--- src/design/positional_list_engine_macros.svh ---
// ---------------------------------------------------------------------------
// Positional list engine assertion macros
// Clocked on clk_i, disabled while rst_ni is low.
// ---------------------------------------------------------------------------
`ifndef POSITIONAL_LIST_ENGINE_MACROS_SVH
`define POSITIONAL_LIST_ENGINE_MACROS_SVH

`ifndef ASSERT_OFF
`define PLE_ASSERT_IMPL(label, ante, cons, msg) \
  label: assert property (@(posedge clk_i) disable iff (!rst_ni) (ante) |-> (cons)) \
    else $error(msg);
`define PLE_ASSERT_NEXT(label, ante, cons, msg) \
  label: assert property (@(posedge clk_i) disable iff (!rst_ni) (ante) |=> (cons)) \
    else $error(msg);
`else
`define PLE_ASSERT_IMPL(label, ante, cons, msg)
`define PLE_ASSERT_NEXT(label, ante, cons, msg)
`endif

`endif

--- src/design/ple_pkg.sv ---
// ---------------------------------------------------------------------------
// ple_pkg
// Widths, operation and status codes, and cell control word.
// ---------------------------------------------------------------------------
`default_nettype none

package ple_pkg;

  localparam int unsigned CAPACITY   = 64;
  localparam int unsigned DATA_WIDTH = 32;
  localparam int unsigned IDX_W      = $clog2(CAPACITY);
  localparam int unsigned CNT_W      = $clog2(CAPACITY + 1);
  localparam int unsigned MODE_W     = 3;
  localparam int unsigned POS_W      = 7;
  localparam int unsigned STATUS_W   = 2;

  localparam logic [MODE_W-1:0] MODE_INSERT  = 3'd0;
  localparam logic [MODE_W-1:0] MODE_REMOVE  = 3'd1;
  localparam logic [MODE_W-1:0] MODE_READ    = 3'd2;
  localparam logic [MODE_W-1:0] MODE_REPLACE = 3'd3;
  localparam logic [MODE_W-1:0] MODE_CLEAR   = 3'd4;

  localparam logic [STATUS_W-1:0] STATUS_OK      = 2'd0;
  localparam logic [STATUS_W-1:0] STATUS_BAD_POS = 2'd1;
  localparam logic [STATUS_W-1:0] STATUS_FULL    = 2'd2;

  typedef struct packed {
    logic                  insert;
    logic                  remove;
    logic                  replace;
    logic [IDX_W-1:0]      pos0;
    logic [DATA_WIDTH-1:0] value;
  } cell_ctrl_t;

endpackage

`default_nettype wire

--- src/design/ple_cell.sv ---
// ---------------------------------------------------------------------------
// ple_cell
// One list slot: holds an entry, shifts with its neighbors, drives its
// entry onto the read bus when addressed.
// ---------------------------------------------------------------------------
`default_nettype none

module ple_cell (
  input  wire logic                           clk_i,
  input  wire logic [ple_pkg::IDX_W-1:0]      idx_i,
  input  wire ple_pkg::cell_ctrl_t            ctrl_i,
  input  wire logic [ple_pkg::DATA_WIDTH-1:0] left_i,
  input  wire logic [ple_pkg::DATA_WIDTH-1:0] right_i,
  output logic [ple_pkg::DATA_WIDTH-1:0]      entry_o,
  output logic [ple_pkg::DATA_WIDTH-1:0]      hit_o
);

  logic [ple_pkg::DATA_WIDTH-1:0] entry_q;
  logic [ple_pkg::DATA_WIDTH-1:0] entry_d;
  logic                           at_pos;
  logic                           past_pos;

  assign at_pos   = (idx_i == ctrl_i.pos0);
  assign past_pos = (idx_i > ctrl_i.pos0);

  always_comb begin
    entry_d = entry_q;
    if (ctrl_i.insert && past_pos) begin
      entry_d = left_i;
    end else if ((ctrl_i.insert || ctrl_i.replace) && at_pos) begin
      entry_d = ctrl_i.value;
    end else if (ctrl_i.remove && (at_pos || past_pos)) begin
      entry_d = right_i;
    end
  end

  always_ff @(posedge clk_i) begin
    entry_q <= entry_d;
  end

  assign entry_o = entry_q;
  assign hit_o   = at_pos ? entry_q : '0;

endmodule

`default_nettype wire

--- config.mk ---
export PLATFORM = sky130hd
export DESIGN_NAME = ple_cell
export DESIGN_NICKNAME = d
export VERILOG_FILES = /design/src/design/positional_list_engine_macros.svh /design/src/design/ple_pkg.sv /design/src/design/ple_cell.sv
export SDC_FILE = /design/constraint.sdc
export NUM_CORES = 1
export LEC_CHECK = 0
export BUFFER_PORTS_ARGS = -buffer_cell sky130_fd_sc_hd__clkbuf_2
export CORE_ASPECT_RATIO = 1.2
export CORE_UTILIZATION = 37
export DETAILED_ROUTE_END_ITERATION = 12
export PLACE_DENSITY = 0.78
export REMOVE_ABC_BUFFERS = 1
export SYNTH_ARGS = -nofsm -noshare
export SYNTH_HDL_FRONTEND = slang
export SYNTH_SLANG_ARGS = --single-unit
--- constraint.sdc ---
create_clock -name clk_i -period 3.4 [get_ports clk_i]
set_input_delay 0.68 -clock clk_i [delete_from_list [all_inputs] [get_ports clk_i]]
set_output_delay 0.68 -clock clk_i [all_outputs]
set_load 0.02 [all_outputs]
==> Word-level counts from Yosys, hierarchy flattened <==
Index checks and enable logic that the tools add are counted.
{ "totals": {"regBits": 32, "elab_cells": 13, "output_inout_bits": 64, "input_bits": 112} }
{ "op_classes": {"eq_ne": 1, "reduce_logical": 6, "n_lt_le_gt_ge": 1, "muxes": 4} }
{ "ops": {"columns": ["op", "n"], "rows": [
  ["32-bit two-way mux", 4],
  ["6-bit equality test", 1],
  ["6-bit > comparator", 1],
  ["1-bit logical AND", 3],
  ["3-bit nonzero test", 1],
  ["1-bit logical OR", 2]
]} }

==> Logic depth before layout (Yosys ltp) <==
Gate-level depths: netlist of run 1.
{ "depth": {"depth_word": 6, "depth_mapped": 7} }

==> Worst setup path after synthesis of run 1 <==
OpenSTA, ideal clock, no wires.
{ "synth_path": {"kind": "input -> register", "startpoint": "input port ctrl_i[37] (netlist bit)", "endpoint": "register entry_q (netlist bit entry_o[0]), enable pin", "path_stages": 6, "setup_time_ns": 0.432, "path_buffers": 0, "path_slack_ns": -0.152, "arrival_time_ns": 3.120, "cell_sequence": "inv_1 > ha_1 > nand4_4 > nor2_1 > a211oi_1 > a21oi_1"} }
{ "synth_via": {"elab_chain_len": 4, "word_cells_on_any_way": 7, "cone_classes": "order compare: 1; eq/ne: 1; reduce/logical: 5"} }
{ "synth_lines": {"columns": ["item", "line", "text"], "rows": [
  ["from (decl)", "ple_cell.sv:11", "input wire ple_pkg::cell_ctrl_t ctrl_i,"],
  ["6-bit > comparator or 6-bit equality test (tied branches)", "ple_cell.sv:24, ple_cell.sv:23", null],
  ["1-bit logical OR", "ple_cell.sv:32", "end else if (ctrl_i.remove && (at_pos || past_pos)) begin"],
  ["1-bit logical AND", "ple_cell.sv:32", null],
  ["3-bit nonzero test (no line) (*)", null, null],
  ["to (signal assigned)", "ple_cell.sv:38", "entry_q <= entry_d;"],
  ["to (decl)", "ple_cell.sv:18", "logic [ple_pkg::DATA_WIDTH-1:0] entry_q;"]
]} }
Mark *: on every way between the ends. The rest lies on a longest branch, timed or not.
A chain may end at the register's enable or synchronous reset.

==> Final worst setup path of run 1 <==
{ "layout_path": {"startpoint": "input port ctrl_i[37] (netlist bit)", "endpoint": "output port hit_o[25] (netlist bit)"} }
{ "layout_via": {"elab_chain_len": 2} }
{ "layout_lines": {"columns": ["item", "line", "text"], "rows": [
  ["6-bit equality test", "ple_cell.sv:23", "assign at_pos = (idx_i == ctrl_i.pos0);"],
  ["32-bit two-way mux", "ple_cell.sv:42", "assign hit_o = at_pos ? entry_q : '0;"],
  ["to (decl)", "ple_cell.sv:15", "output logic [ple_pkg::DATA_WIDTH-1:0] hit_o"]
]} }
No other way between the ends.

==> run_results.csv, run 1 <==
group,metric,value,unit
run_status,outcome,"complete, no violations",
route,ant_nets,0,
sta,slew_headroom,71.0,%
clocking,cts_made_buffers,5,
setup_path,crit_type,"input pin to primary output",
yosys,yosys_warnings,0,
grt,grt.overflow.total,0,
route,drt-met1-wl,1.94,mm
pwr,power.density,361,mW/mm^2
sta,fin_tns_setup,0,ns
yosys,ys_ff_latch,32,
yosys,syn_avg_cell_area,13.9,sq um
setup_path,crit_family,"buffers and inverters",
sta,layout_min_cycle_time,2.71,ns
floorplanning,io_pins,176,
grt,antenna_found_initial,0,
grt,grt_first_pass_wirelength,8.27,mm
route,routed_via_density,4.62,
floorplanning,fp.coreArea,0.00605,sq mm
route,wl_met2,3.10,mm
finish,area_growth,45.2,%
setup_path,worstPathArrival,2.03,ns
grt,grt_pass1_vias,1846,
pwr,p_int,840,uW
clocking,cts_hold_buf,0,
setup_path,crit_required,2.72,ns
setup_path,slowest_delay,0.35,ns
setup_path,crit_path_max_fanout,19,
placed_design,dp_hpwl,4.50,mm
clocking,cts-resized-gates,0,
yosys,synth-seq-area-share,41.6,%
clocking,cts_buffer_depth,2,
finish,final_cell_area,0.00336,sq mm
setup_path,critPathBufInv,4,
grt,grt_max_degree,33,
floorplanning,row_count,31,
finish,diodes,0,
clocking,clock-sinks,32,
finish,largest_reg_flops,32,
setup_path,worst_path_max_delay_cell,"ha_1",
finish,final_cell_mix,"175 x clkbuf_2, 32 x and2_1, 32 x edfxtp_1",
placed_design,numPortBuffers,175,
yosys,netlist_instances,166,
setup_path,startpoint_type,"input pin",
route,wl_per_cell,13.1,microns
finish,final_common_cell,"clkbuf_2",
pwr,power_frac_clock,23.0,%
sta,rsz0062_at_grt,"no",
setup_path,cp_common_cell,"clkbuf_2",
clocking,cts_max_level,2,
clocking,clk_pin_slew,0.07,ns
pwr,p_leak,0.00174,uW
finish,fin_nets,462,
floorplanning,dieArea,0.00657,sq mm
pwr,seq_power_share,45.3,%
floorplanning,initial_utilization,38.2,%
pwr,vdd_drop_max,0.245,mV
pwr,switching_share,30.6,%
setup_path,critPathCaptureType,"primary output",
sta,setup_viol,0,
sta,slew_violations,0,
clocking,cts_root_buffer,"clkbuf_8",
clocking,post_cts_buffers,0,
route,totalWireLength,5.58,mm
job,maxCapViolCount,0,
hold_path,hp-class,"input pin to flop",
yosys,syn-cell-area,0.00231,sq mm
placed_design,place_area,0.00328,sq mm
grt,gr-usage-all-layers,17.0,%
setup_path,path_cells,"clkbuf_2 > inv_1 > ha_1 > nand4_4 > nor2_2 > buf_4 > and2_1 > clkbuf_2",
floorplanning,die_w,74.2,microns
pwr,power_frac_comb,31.7,%
finish,num-fill-cells,537,
finish,drive_gt1_share,69.0,%
sta,tightest_slew,0.435,ns
route,vias,1974,
pwr,power_switching,371,uW
placed_design,gp_congestion,0.791,
sta,fmax,369,MHz
route,drc_errors,0,
route,drtPass1Iterations,4,
route,drt_iter0_markers,43,
clocking,cts_tree,"done",
sta,finalHoldViolCount,0,
floorplanning,dieHeight,88.6,microns
sta,finalCritPeriodShare,79.7,%
route,top_layer,"met4",
route,route.met3.wl,426,microns
yosys,yosys.cell_types.count,21,
-- per-layer routing --
layer	global-route usage [%]	up-vias
met4	7.34	0
met1	16.3	905
li1	-	954
met2	33.1	106
met5	0	-
met3	4.67	9
-- kinds of logic after synthesis --
group                    Yosys count  share of synthesized area (%)
AO/OA/AOI/OAI                      6                           2.65
flip-flops                        32                           41.6
buffers and inverters             16                           4.55
multiplexers                      64                           36.0
adder cells (fa/ha/maj)            6                           3.25
AND/OR/NAND/NOR                   42                           12.0
-- synthesized netlist by cell type --
master	instances	area, sq um
edfxtp_1	32	961
nor3_4	1	16.3
nor3_1	1	5.00
ha_1	6	75.1
nand2b_1	1	6.26
mux2_4	30	450
clkbuf_1	3	11.3
buf_6	6	67.6
mux2_2	13	146
a21oi_2	1	8.76
and2_1	32	200
a211oi_1	1	7.51
mux2_1	21	236
o311ai_4	1	26.3
a21o_2	1	8.76
nand2_1	2	7.51
nand4_4	1	21.3
a21oi_1	2	10.0
nor2_1	3	11.3
inv_1	7	26.3
or2_4	1	8.76
-- path summary, 6_finish.rpt --
path       start          end  slack, ns  cells past startpoint
min   left_i[10]  entry_o[10]       0.69                      2
max   ctrl_i[37]    hit_o[25]       0.69                      8
-- power groups by stage --
stage               Clock, uW  Combinational (uW)  Sequential [uW]
global route              311                 416              558
CTS                       289                 389              551
floorplan                   0                 153              635
detailed placement          0                 388              558
finish                    279                 384              549
global placement            0                 380              556
-- final cells by class --
class / instances / area, sq um / share of cell area (%)
clock buffer: 5 / 68.8 / 2.05
clock inverter: 3 / 13.8 / 0.410
inverter: 7 / 26.3 / 0.782
multi-input combinational: 118 / 1260 / 37.5
sequential: 32 / 961 / 28.6
tap: 82 / 103 / 3.06
timing repair buffer: 180 / 926 / 27.6
-- stage by stage --
step	setup slack [ns]	hold WS (ns)	total power, uW	std cells	utilization (%)
3_5_place_dp	0.563	0.984	947	419	54.1
2_1_floorplan	-0.724	0.898	788	157	-
3_3_place_gp	0.636	0.982	936	419	54.1
6_report	0.691	0.694	1210	427	55.5
4_1_cts	0.681	0.685	1230	427	55.5
5_1_grt	0.585	0.677	1280	427	55.5
Power figures use the tool's default switching activity.
==> inputs of run 2 (changes only) <==
- clock period: 3.4 -> 2.49 ns (I/O delays scaled with it)
==> run 2 against run 1 <==
- combinational power up 43%
- first-iteration DRC count is 33% lower
- core utilization increased by 1.2 points
- worst hold slack got worse by 0.17 ns
- largest power group unchanged
- non-clock buffer count grew 3
- setup slack worse by 0.53 ns
- critical path type unchanged
==> run_results.csv, run 2 (synthesized netlist as in run 1, its figures left out) <==
group,metric,value,unit
setup_path,crit_type,"input pin to primary output",
run_status,outcome,"complete, no violations",
setup_path,cp_common_cell,"clkbuf_2",
clocking,cts_max_level,2,
sta,layout_min_cycle_time,2.33,ns
setup_path,worstPathArrival,1.83,ns
finish,area_growth,48.3,%
setup_path,worst_path_max_delay_cell,"ha_1",
pwr,power.density,486,mW/mm^2
route,vias,1953,
finish,final_common_cell,"clkbuf_2",
clocking,cts-resized-gates,0,
floorplanning,dieArea,0.00657,sq mm
pwr,p_leak,0.00177,uW
sta,finalCritPeriodShare,93.5,%
grt,grt_pass1_vias,1714,
setup_path,crit_required,1.99,ns
grt,grt_max_degree,21,
route,ant_nets,0,
finish,largest_reg_flops,32,
finish,final_cell_mix,"175 x clkbuf_2, 32 x and2_1, 32 x edfxtp_1",
pwr,vdd_drop_max,0.275,mV
setup_path,crit_path_max_fanout,18,
finish,drive_gt1_share,68.7,%
finish,fin_cells,430,
clocking,cts_buffer_depth,2,
sta,finalHoldViolCount,0,
route,drc_errors,0,
route,routed_via_density,4.54,
grt,gr-usage-all-layers,15.8,%
clocking,cts_made_buffers,5,
setup_path,critPathBufInv,4,
clocking,cts_tree,"done",
sta,slew_headroom,71.8,%
clocking,post_cts_buffers,0,
placed_design,dp_cells,422,
route,drtPass1Iterations,4,
finish,diodes,0,
floorplanning,fp.coreArea,0.00605,sq mm
clocking,clock-sinks,32,
job,maxCapViolCount,0,
route,wl_per_cell,12.7,microns
sta,rsz0062_at_grt,"no",
sta,setup_viol,0,
placed_design,numPortBuffers,175,
grt,grt_first_pass_wirelength,7.65,mm
setup_path,slowest_delay,0.35,ns
route,totalWireLength,5.45,mm
sta,whs,0.520,ns
grt,grt.overflow.total,0,
finish,num-fill-cells,521,
placed_design,gp_congestion,0.779,
floorplanning,row_count,31,
floorplanning,io_pins,176,
route,drt_iter0_markers,29,
placed_design,dp_hpwl,4.57,mm
grt,antenna_found_initial,0,
finish,fin_nets,465,
sta,slew_violations,0,
clocking,clk_pin_slew,0.06,ns
clocking,cts_root_buffer,"clkbuf_8",
sta,tightest_slew,0.421,ns
floorplanning,die_w,74.2,microns
setup_path,crit_family,"simple AND/OR/NAND/NOR gates",
floorplanning,initial_utilization,38.2,%
setup_path,startpoint_type,"input pin",
setup_path,critPathCaptureType,"primary output",
setup_path,path_cells,"clkbuf_2 > inv_1 > ha_1 > nand4_4 > nor2_2 > buf_4 > and2_1 > clkbuf_2",
clocking,cts_hold_buf,0,
floorplanning,dieHeight,88.6,microns
hold_path,hp-class,"input pin to flop",
sta,fmax,430,MHz
run 2: area by class of cell:
cell class / count / area (sq um) / area share, %
Inverter: 7 / 26.3 / 0.766
Clock inverter: 1 / 3.75 / 0.109
Tap cell: 82 / 103 / 2.99
Clock buffer: 7 / 76.3 / 2.23
Sequential cell: 32 / 961 / 28.0
Timing Repair Buffer: 183 / 998 / 29.1
Multi-Input combinational cell: 118 / 1260 / 36.8
run 2: layer usage:
metal	vias up	track usage, %	routed length, microns
li1	960	-	-
met1	880	15.3	1960
met2	103	31.5	3040
met3	10	3.42	358
met4	0	5.94	94
met5	-	0	0
run 2: final timing paths:
kind | cells past startpoint | slack [ns] | endpoint | start
worst min-delay path | 2 | 0.52 | entry_o[9] | left_i[9]
worst max-delay path | 8 | 0.16 | hit_o[25] | ctrl_i[37]
run 2: metrics by stage:
step | cell area (sq um) | setup TNS [ns] | worst slack, ns | total power (uW) | util [%]
finish | 3430 | 0 | 0.162 | 1670 | 56.7
global route | 3430 | 0 | 0.0671 | 1760 | 56.7
CTS | 3430 | 0 | 0.152 | 1700 | 56.7
detailed placement | 3350 | 0 | 0.00298 | 1310 | 55.3
global placement | 3350 | 0 | 0.0289 | 1300 | 55.3
floorplan | 2230 | -65.72 | -1.45 | 1080 | -
run 2: power by group:
group,switching (uW),internal (uW)
Sequential,42.1,706
Clock,177,194
Combinational,277,270
==> inputs of run 3 (changes only) <==
- CORE_ASPECT_RATIO: 1.2 -> 0.8
- CORE_UTILIZATION: 37 -> 40
- PLACE_DENSITY: 0.78 -> 0.8
- clock period: 2.49 -> 2.8 ns (I/O delays scaled with it)
==> run 3 against run 2 <==
- cell count decreased by 1.2%
- sequential cell count stayed put
- die area is 7.3% lower
- core utilization is 5.3 points higher
- clock power is 15% lower
- sequential power down 11%
- first-iteration DRC count down 6.9%
- worst hold slack improved by 0.062 ns
- highest routed layer unchanged
==> run_results.csv, run 3 (synthesized netlist as in run 1, its figures left out) <==
group,metric,value,unit
run_status,outcome,"complete, no violations",
pwr,power_frac_clock,21.7,%
grt,grtUsageMet3,3.78,%
grt,gr-max-usage-layer,"met2",
hold_path,hp-class,"input pin to flop",
finish,fin_nets,465,
finish,final_cell_mix,"175 x clkbuf_2, 32 x and2_1, 32 x edfxtp_1",
grt,grt_first_pass_wirelength,8.86,mm
setup_path,cp_common_cell,"clkbuf_2",
grt,grt_max_degree,24,
placed_design,numPortBuffers,175,
clocking,cts_hold_buf,0,
setup_path,crit_required,2.24,ns
route,vias,1945,
clocking,post_cts_buffers,0,
sta,slew_headroom,70.8,%
finish,largest_reg_flops,32,
finish,final_cell_area,0.00341,sq mm
sta,slew_violations,0,
setup_path,startpoint_type,"input pin",
setup_path,crit_type,"input pin to primary output",
sta,finalCritPeriodShare,89.5,%
route,routed_via_density,4.58,
floorplanning,row_count,24,
floorplanning,initial_utilization,42.1,%
pwr,p_int,1020,uW
setup_path,crit_path_max_fanout,23,
finish,final_common_cell,"clkbuf_2",
clocking,cts_tree,"done",
finish,diodes,0,
setup_path,worstPathArrival,1.95,ns
placed_design,place_area,0.00333,sq mm
finish,drive_gt1_share,68.9,%
sta,fmax,399,MHz
grt,met1_usage,20.3,%
route,drtPass1Iterations,4,
pwr,p_leak,0.00176,uW
clocking,cts_buffer_depth,2,
sta,rsz0062_at_grt,"no",
sta,finalHoldViolCount,0,
setup_path,path_cells,"clkbuf_2 > inv_1 > ha_1 > nand4_4 > nor2_2 > buf_4 > and2_1 > clkbuf_2",
grt,grt.overflow.total,0,
clocking,clock-sinks,32,
sta,tightest_slew,0.435,ns
route,wl_per_cell,13.0,microns
floorplanning,io_pins,176,
floorplanning,fp.coreArea,0.00550,sq mm
grt,met2_usage,36.9,%
clocking,cts_root_buffer,"clkbuf_8",
route,drc_errors,0,
placed_design,dp_hpwl,4.63,mm
setup_path,slowest_delay,0.34,ns
pwr,power.density,428,mW/mm^2
finish,fin_cells,425,
sta,whs,0.582,ns
pwr,p_total,1460,uW
sta,layout_min_cycle_time,2.51,ns
grt,grt_pass1_vias,2030,
setup_path,critPathCaptureType,"primary output",
finish,area_growth,47.3,%
pwr,vdd_drop_max,0.190,mV
sta,setup_viol,0,
sta,fin_tns_setup,0,ns
route,totalWireLength,5.54,mm
placed_design,dp_cells,418,
clocking,cts_max_level,2,
floorplanning,die_w,87.0,microns
placed_design,gp_congestion,0.745,
pwr,power_switching,434,uW
route,drt_iter0_markers,27,
floorplanning,dieHeight,70,microns
setup_path,worst_path_max_delay_cell,"ha_1",
grt,antenna_found_initial,0,
route,ant_nets,0,
clocking,cts_made_buffers,5,
clocking,cts-resized-gates,0,
pwr,switching_share,29.8,%
clocking,clk_pin_slew,0.06,ns
floorplanning,dieArea,0.00609,sq mm
pwr,power_frac_comb,32.8,%
pwr,seq_power_share,45.5,%
grt,gr-usage-all-layers,19.1,%
job,maxCapViolCount,0,
==> run 3: layer usage <==
metal | routed length, microns | vias to the layer above
li1 | - | 959
met5 | 0 | -
met2 | 3070 | 86
met3 | 390 | 5
met4 | 53 | 0
met1 | 2030 | 895
==> run 3: cell type report <==
cell class / count / area [sq um]
sequential: 32 / 961
timing repair buffer: 183 / 986
tap: 78 / 97.6
fill: 470 / 2090
clock buffer: 5 / 68.8
multi-input combinational: 118 / 1260
inverter: 7 / 26.3
clock inverter: 2 / 7.51
==> run 3: critical path, delay by kind of cell <==
kind          cells  cell delay [ns]
simple gates      3             0.50
buf+inv           4             0.53
fa+ha+maj         1             0.34
==> run 3: final timing paths <==
kind                    from           to  slack (ns)  cells past startpoint
setup / recovery  ctrl_i[37]    hit_o[25]        0.29                      8
hold / removal    left_i[29]  entry_o[29]        0.58                      2
==> run 3: per-stage QoR <==
step | util [%] | setup slack (ns)
after floorplan | - | -1.20
after global placement | 60.6 | 0.273
after detailed placement | 60.6 | 0.232
after CTS | 62.0 | 0.272
after global routing | 62.0 | 0.182
final | 62.0 | 0.294
==> run 3: power by group through the flow <==
stage	Sequential, uW	Clock (uW)	Combinational [uW]
2_1_floorplan	771	0	186
3_3_place_gp	670	0	474
3_5_place_dp	674	0	484
4_1_cts	666	326	485
5_1_grt	672	352	515
6_report	663	316	478
